--- src/rtl/sbas_pkg.sv ---
`default_nettype none

package sbas_pkg;

  // Field widths fixed by the operand format
  localparam int MAG_W = 64;
  localparam int DIG_MAX = MAG_W / 4;
  localparam int SIGN_W = 2;

  // Sign encodings: two-bit two's complement
  localparam logic [SIGN_W-1:0] SIGN_ZERO = 2'b00;
  localparam logic [SIGN_W-1:0] SIGN_POS = 2'b01;
  localparam logic [SIGN_W-1:0] SIGN_NEG = 2'b11;

  // Operation chosen after sign decode
  typedef logic [1:0] mode_t;
  localparam mode_t MODE_ZERO = 2'd0;
  localparam mode_t MODE_PASS = 2'd1;
  localparam mode_t MODE_ADD = 2'd2;
  localparam mode_t MODE_SUB = 2'd3;

  // Stage 1 -> stage 2: ordered operands (x >= y on subtract)
  typedef struct packed {
    logic valid;
    mode_t mode;
    logic [SIGN_W-1:0] sign;
    logic [MAG_W-1:0] x;
    logic [MAG_W-1:0] y;
  } prep_t;

  // Stage 2 -> stage 3: per-digit carry generate/propagate and both digit candidates
  typedef struct packed {
    logic valid;
    logic add;
    logic [SIGN_W-1:0] sign;
    logic [DIG_MAX-1:0] gen;
    logic [DIG_MAX-1:0] prop;
    logic [MAG_W-1:0] dig0;
    logic [MAG_W-1:0] dig1;
  } digit_t;

endpackage

`default_nettype wire

--- src/rtl/sbas_prep.sv ---
`default_nettype none

module sbas_prep
  import sbas_pkg::*;
#(
  parameter int MAG_DIGITS = 16
) (
  input wire logic clk,
  input wire logic rst,
  input wire logic accept,
  input wire logic command,
  input wire logic signed [SIGN_W-1:0] sign_a,
  input wire logic [MAG_W-1:0] mag_a,
  input wire logic signed [SIGN_W-1:0] sign_b,
  input wire logic [MAG_W-1:0] mag_b,
  output prep_t prep
);

  localparam int MAG_BITS = 4 * MAG_DIGITS;
  localparam logic [MAG_W-1:0] MAG_MASK = {MAG_W{1'b1}} >> (MAG_W - MAG_BITS);

  logic nz_a;
  logic nz_b;
  logic neg_a;
  logic neg_b;
  logic [SIGN_W-1:0] sgn_a;
  logic [SIGN_W-1:0] sgn_b;
  logic [MAG_W-1:0] ma;
  logic [MAG_W-1:0] mb;
  logic a_gt;
  logic a_eq;
  prep_t prep_next;

  // Decode effective signs, trim magnitudes, compare
  always_comb begin
    nz_a = |sign_a;
    nz_b = |sign_b;
    neg_a = sign_a[1];
    neg_b = sign_b[1] ^ command;
    sgn_a = neg_a ? SIGN_NEG : SIGN_POS;
    sgn_b = neg_b ? SIGN_NEG : SIGN_POS;
    ma = mag_a & MAG_MASK;
    mb = mag_b & MAG_MASK;
    a_gt = ma > mb;
    a_eq = ma == mb;
  end

  // Pick the operation and order the operands
  always_comb begin
    prep_next.valid = accept;
    prep_next.mode = MODE_ZERO;
    prep_next.sign = SIGN_ZERO;
    prep_next.x = '0;
    prep_next.y = '0;
    if (!nz_a && !nz_b) begin
      prep_next.mode = MODE_ZERO;
    end else if (!nz_a) begin
      prep_next.mode = MODE_PASS;
      prep_next.sign = sgn_b;
      prep_next.x = mb;
    end else if (!nz_b) begin
      prep_next.mode = MODE_PASS;
      prep_next.sign = sgn_a;
      prep_next.x = ma;
    end else if (neg_a == neg_b) begin
      prep_next.mode = MODE_ADD;
      prep_next.sign = sgn_a;
      prep_next.x = ma;
      prep_next.y = mb;
    end else if (a_gt) begin
      prep_next.mode = MODE_SUB;
      prep_next.sign = sgn_a;
      prep_next.x = ma;
      prep_next.y = mb;
    end else if (!a_eq) begin
      prep_next.mode = MODE_SUB;
      prep_next.sign = sgn_b;
      prep_next.x = mb;
      prep_next.y = ma;
    end
  end

  // Stage register; clear on reset
  always_ff @(posedge clk) begin
    if (rst) begin
      prep <= '0;
    end else begin
      prep <= prep_next;
    end
  end

endmodule

`default_nettype wire

--- src/rtl/sbas_digits.sv ---
`default_nettype none

module sbas_digits
  import sbas_pkg::*;
#(
  parameter int MAG_DIGITS = 16
) (
  input wire logic clk,
  input wire logic rst,
  input prep_t prep,
  output digit_t dig
);

  logic [3:0] dx;
  logic [3:0] dy;
  logic [4:0] s0;
  logic [3:0] diff;
  logic g;
  logic p;
  logic [3:0] d0;
  logic [3:0] d1;
  digit_t dig_next;

  // Per digit: carry/borrow generate and propagate, result for carry-in 0 and 1
  always_comb begin
    dig_next.valid = prep.valid;
    dig_next.add = prep.mode == MODE_ADD;
    dig_next.sign = (prep.mode == MODE_ZERO) ? SIGN_ZERO : prep.sign;
    dig_next.gen = '0;
    dig_next.prop = '0;
    dig_next.dig0 = '0;
    dig_next.dig1 = '0;
    for (int i = 0; i < DIG_MAX; i++) begin
      dx = prep.x[4*i +: 4];
      dy = prep.y[4*i +: 4];
      s0 = {1'b0, dx} + {1'b0, dy};
      diff = dx - dy;
      g = 1'b0;
      p = 1'b0;
      d0 = '0;
      d1 = '0;
      case (prep.mode)
        MODE_ADD: begin
          g = s0 > 5'd9;
          p = s0 == 5'd9;
          d0 = g ? 4'(s0 - 5'd10) : s0[3:0];
          d1 = (g | p) ? 4'(s0 - 5'd9) : 4'(s0 + 5'd1);
        end
        MODE_SUB: begin
          g = dx < dy;
          p = dx == dy;
          d0 = g ? diff + 4'd10 : diff;
          d1 = (g | p) ? diff + 4'd9 : diff - 4'd1;
        end
        MODE_PASS: begin
          d0 = dx;
          d1 = dx;
        end
        default: begin
          d0 = '0;
          d1 = '0;
        end
      endcase
      if (i < MAG_DIGITS) begin
        dig_next.gen[i] = g;
        dig_next.prop[i] = p;
        dig_next.dig0[4*i +: 4] = d0;
        dig_next.dig1[4*i +: 4] = d1;
      end
    end
  end

  // Stage register; clear on reset
  always_ff @(posedge clk) begin
    if (rst) begin
      dig <= '0;
    end else begin
      dig <= dig_next;
    end
  end

endmodule

`default_nettype wire

--- src/rtl/sbas_resolve.sv ---
`default_nettype none

module sbas_resolve
  import sbas_pkg::*;
#(
  parameter int MAG_DIGITS = 16
) (
  input wire logic clk,
  input wire logic rst,
  input digit_t dig,
  output logic done,
  output logic signed [SIGN_W-1:0] result_sign,
  output logic [MAG_W-1:0] result_mag,
  output logic overflow
);

  localparam int MAG_BITS = 4 * MAG_DIGITS;
  localparam logic [MAG_W-1:0] MAG_MASK = {MAG_W{1'b1}} >> (MAG_W - MAG_BITS);

  logic [DIG_MAX-1:0] gp;
  logic [DIG_MAX:0] csum;
  logic [DIG_MAX:0] cin;
  logic [MAG_W-1:0] mag_next;

  // Resolve digit carries with one binary add over generate/propagate
  always_comb begin
    gp = dig.gen | dig.prop;
    csum = {1'b0, dig.gen} + {1'b0, gp};
    cin = csum ^ {1'b0, dig.gen} ^ {1'b0, gp};
  end

  // Select each digit by its carry-in, drop unused nibbles
  always_comb begin
    mag_next = '0;
    for (int i = 0; i < DIG_MAX; i++) begin
      mag_next[4*i +: 4] = cin[i] ? dig.dig1[4*i +: 4] : dig.dig0[4*i +: 4];
    end
    mag_next = mag_next & MAG_MASK;
  end

  // Output registers
  always_ff @(posedge clk) begin
    result_sign <= dig.sign;
    result_mag <= mag_next;
    overflow <= dig.add & cin[MAG_DIGITS];
    if (rst) begin
      done <= 1'b0;
    end else begin
      done <= dig.valid;
    end
  end

endmodule

`default_nettype wire

--- src/rtl/signed_bcd_add_sub_unit.sv ---
`default_nettype none

// Signed decimal add/subtract unit.
// Operands are sign (-1, 0, +1; 0 means zero) plus packed BCD magnitude of
// MAG_DIGITS digits. command 0 computes a + b, command 1 computes a - b.
// A transaction is taken at a rising edge where start is high and busy is
// low; busy is always low, so one transaction can enter every cycle.
// Pipeline: three register stages (sign decode and magnitude compare, digit
// sums/differences, decimal carry resolve). done is high for one cycle when
// a transaction leaves the last stage, with result_sign, result_mag and
// overflow valid in that same cycle only.
// Throughput: one transaction per cycle; the fixed pipeline sets the latency.
// overflow flags a decimal carry out of the top digit on addition; the
// magnitude then wraps. Equal magnitudes of unlike sign give sign 0.
// Reset clears the stage valid bits, so no done strobe follows reset until
// a new transaction enters. The receiver cannot stall: every result is
// presented exactly once.
module signed_bcd_add_sub_unit
  import sbas_pkg::*;
#(
  parameter int MAG_DIGITS = 16
) (
  input wire logic clk,
  input wire logic rst,
  input wire logic start,
  output logic busy,
  input wire logic command,
  input wire logic signed [SIGN_W-1:0] sign_a,
  input wire logic [MAG_W-1:0] mag_a,
  input wire logic signed [SIGN_W-1:0] sign_b,
  input wire logic [MAG_W-1:0] mag_b,
  output logic done,
  output logic signed [SIGN_W-1:0] result_sign,
  output logic [MAG_W-1:0] result_mag,
  output logic overflow
);

  prep_t prep;
  digit_t dig;
  logic accept;

  // Fully pipelined: never hold off a transaction
  assign busy = 1'b0;
  assign accept = start & ~busy;

  sbas_prep #(
    .MAG_DIGITS(MAG_DIGITS)
  ) u_prep (
    .clk(clk),
    .rst(rst),
    .accept(accept),
    .command(command),
    .sign_a(sign_a),
    .mag_a(mag_a),
    .sign_b(sign_b),
    .mag_b(mag_b),
    .prep(prep)
  );

  sbas_digits #(
    .MAG_DIGITS(MAG_DIGITS)
  ) u_digits (
    .clk(clk),
    .rst(rst),
    .prep(prep),
    .dig(dig)
  );

  sbas_resolve #(
    .MAG_DIGITS(MAG_DIGITS)
  ) u_resolve (
    .clk(clk),
    .rst(rst),
    .dig(dig),
    .done(done),
    .result_sign(result_sign),
    .result_mag(result_mag),
    .overflow(overflow)
  );

endmodule

`default_nettype wire
--- config.mk ---
export PLATFORM = sky130hd
export DESIGN_NAME = signed_bcd_add_sub_unit
export DESIGN_NICKNAME = d
export VERILOG_FILES = /design/src/rtl/sbas_pkg.sv /design/src/rtl/sbas_prep.sv /design/src/rtl/sbas_digits.sv /design/src/rtl/sbas_resolve.sv /design/src/rtl/signed_bcd_add_sub_unit.sv
export SDC_FILE = /design/constraint.sdc
export NUM_CORES = 1
export LEC_CHECK = 0
export BUFFER_PORTS_ARGS = -buffer_cell sky130_fd_sc_hd__buf_2
export CAP_MARGIN = 40
export CELL_PAD_IN_SITES_DETAIL_PLACEMENT = 1
export CELL_PAD_IN_SITES_GLOBAL_PLACEMENT = 2
export CORE_MARGIN = 4
export CORE_UTILIZATION = 34
export DETAILED_ROUTE_END_ITERATION = 7
export PLACE_DENSITY_LB_ADDON = 0.1
export SLEW_MARGIN = 20
export SYNTH_ARGS = -nofsm -noshare
export SYNTH_HDL_FRONTEND = slang
export SYNTH_SLANG_ARGS = --single-unit
--- constraint.sdc ---
create_clock -name clk -period 3 [get_ports clk]
set_input_delay 0.3 -clock clk [delete_from_list [all_inputs] [get_ports clk]]
set_output_delay 0.3 -clock clk [all_outputs]
set_load 0.03 [all_outputs]
==> results.cfg <==
[synth]
ys_top_cells_by_count = dfxtp_1, inv_1, ha_1
synth.area.top_cells = dfxtp_1, ha_1, a21oi_1
yosysWarnings = 0
synth_flop_cell = dfxtp_1
avgSynthCellArea_sq_um = 8.77
synth_edf_count = 0
syn_area_sq_mm = 0.0235
ys_ff_latch = 360
ys_async_sr_fraction_pct = 0
syn_inst = 2673
netlist.area_leader.share_pct = 30.7
yosysSeqAreaShare_pct = 30.7
yosys.area.top_type = dfxtp_1
yosysUniqueCellTypes = 72
yosysMostFrequentCell = dfxtp_1
syn_nets = 3139

[clock_network]
cts_buffers = 45
cts_tree = built
worst_skew_pair.late_latency_ps = 580
clockBufferDepth = 3
cts-root-buf = clkbuf_16
cts.sinks = 360
clk_pin_slew_ps = 50
htree_levels = 2

[detailed_routing]
wl_microns = 87200
ant_nets = 0
wl_per_cell_microns = 21.4
drc = 0
via_per_inst = 5.22
first_iter_violations = 882
first_pass_iters = 5
vias = 21300

[critical_path]
r2r_cells = 15
slowest_delay_ps = 530
critPathSlowestCell = dlygate4sd3_1
start_kind = primary input
cp_cell_sequence = dlygate4sd3_1 > buf_2 > ha_1 > nand2_1 > nor2_2 > and3_2 > o311a_1 > nor4_4 > buf_4 > o21a_1 > o32ai_4 > buf_12 > clkbuf_16 > a22o_1
critPathMaxFanout = 12
reg2reg_from = u_prep.prep[76]
cp.arrival_ps = 3490
crit_family = buffers and inverters
worstSetupEndpointType = flop
crit_buf_inv = 5
worstSetupPathType = primary input to flop
crit_required_ps = 3520
timing.rr.end = u_digits.dig[15]
rrSetupSlack_ps = 90

[grt]
overflow = 0
grt_pass1_wl_microns = 130000
antenna_found_initial = 8
first_global_vias = 22900
grt.total_usage_pct = 22.3
grt_max_degree = 68

[die]
fp-row-count = 96
initial_utilization_pct = 34.3
dieHeight_microns = 271
die_x_microns = 271
dieArea_sq_mm = 0.0732
core_sq_mm = 0.0685
top_level_ports = 205

[placed_design]
port-buffer-count = 203
place_congestion = 0.869
preCtsSetupSlack_ps = -319
hpwl_microns = 62700

[timing]
hold_viol = 0
timing.fmax_ghz = 0.336
min_period_over_period_pct = 99.2
worst_pin_slew_ps = 861
skew_ps = 31.8
hold_ws_ps = 44.1
rsz0062_at_grt = true
fin_crit_ps = 2980
slew-limit-headroom_pct = 42.6
final_max_slew_viol_count = 0
layout_setup_ws_ps = 22.7
setup_violations = 0

[worst_hold_path]
min_path_cells = 2
hold_path.class = primary input to flop
holdCritStartpoint = mag_a[23]
min_to = u_prep.prep[87]

[finish]
drive_gt1_share_pct = 25.3
nets = 3621
area_delta_synth_final_pct = 30.0

[power_and_ir_drop]
ir_drop_mv = 0.388
p_leak_nw = 14.0
powerDensity_mw_per_mm2 = 654

[run]
cap_viol_max_count = 0

[outcome]
status = completed
## sequential cells by signal, indices dropped and copies added, names as in the netlist
register,cells
u_resolve.overflow,1
u_resolve.result_sign,2
u_digits.dig,159
u_resolve.result_mag,64
u_prep.prep,133
u_resolve.done,1
## stage by stage
step	instance area (sq um)	utilization, %	total power, mW	setup TNS (ps)	cells
finish	30500	44.5	19.9	0	4079
detailed placement	27200	39.7	13.7	-28660	3894
CTS	29500	43.1	19.6	0	4043
global route	30500	44.5	21.3	-442	4076
global placement	27200	39.7	13.4	-21440	3893
floorplan	23500	-	11.0	0	2673
## cell usage in the layout (no fill, tap or decap), drive strengths merged, types with 14 or more instances in the layout
master / count
dlygate4sd3: 64
a211oi: 14
nor2b: 21
clkinv: 14
nor3: 40
fa: 52
dfxtp: 360
nand2: 157
buf: 485
nand4: 20
a21oi: 250
and2: 16
xor2: 36
xnor2: 122
clkbuf: 71
nand2b: 14
a22o: 135
mux2i: 49
o22ai: 25
o211ai: 33
a21o: 52
ha: 278
o21bai: 26
inv: 284
a22oi: 20
or2: 17
nor2: 188
nand3: 24
o21ai: 138
o21a: 16
mux2: 64
## worst reg2reg max path, cell delays in order, from the launching register on
cell	delay, ps
dfxtp_2	340
ha_4	160
fa_2	390
xor2_4	230
ha_4	170
inv_2	50
o21ai_2	60
a211o_1	330
nor2b_2	150
inv_2	80
ha_4	210
a21o_1	160
a21oi_2	150
xnor2_1	90
o211ai_1	160
a21oi_1	80
## timing repair
item	4_1_cts	5_1_grt
pin swaps	7	65
buffers inserted	0	24
hold buffers	65	0
setup endpoints to repair	17	179
hold endpoints to repair	71	0
gates resized for setup	20	161
cloned	0	9
## cell families after synthesis
group | after synthesis | share of synthesized area [%]
adder cells (fa/ha/maj) | 331 | 19.3
AND/OR/NAND/NOR | 532 | 10.4
buffers and inverters | 407 | 6.79
XOR/XNOR | 158 | 5.90
AO/OA/AOI/OAI | 771 | 21.7
flip-flops | 360 | 30.7
multiplexers | 113 | 5.16
other | 1 | 0.0160
## how the worst max path moves through the flow
stage | cells past startpoint | to | from
floorplan | 15 | u_digits.dig[15] | u_prep.prep[12]
global placement | 14 | u_prep.prep[44] | mag_b[49]
detailed placement | 14 | u_prep.prep[61] | mag_b[49]
CTS | 15 | u_digits.dig[15] | u_prep.prep[76]
global route | 14 | u_digits.dig[15] | u_prep.prep[12]
finish | 14 | u_prep.prep[40] | mag_a[31]
## power by group
group          internal (mW)  leakage [nW]  switching, mW
clock network           3.45         0.756           2.23
logic                   3.97          10.3           4.78
registers               5.22          2.96          0.289
## layer usage
layer,share of wire [%],track usage [%]
met5,0.040,0
met4,3.1,6.38
met3,3.8,3.44
met2,50,40.0
met1,44,27.6
## final cells by class
cell class / count / area (sq um)
fill: 7912 / 38000
multi-input combinational: 1906 / 15300
sequential: 360 / 7240
timing repair buffer: 556 / 4190
clock buffer: 65 / 1300
tap: 882 / 1100
inverter: 286 / 1070
clock inverter: 19 / 233
antenna: 5 / 12.5
Note: power is estimated with default switching activity, not from simulation.
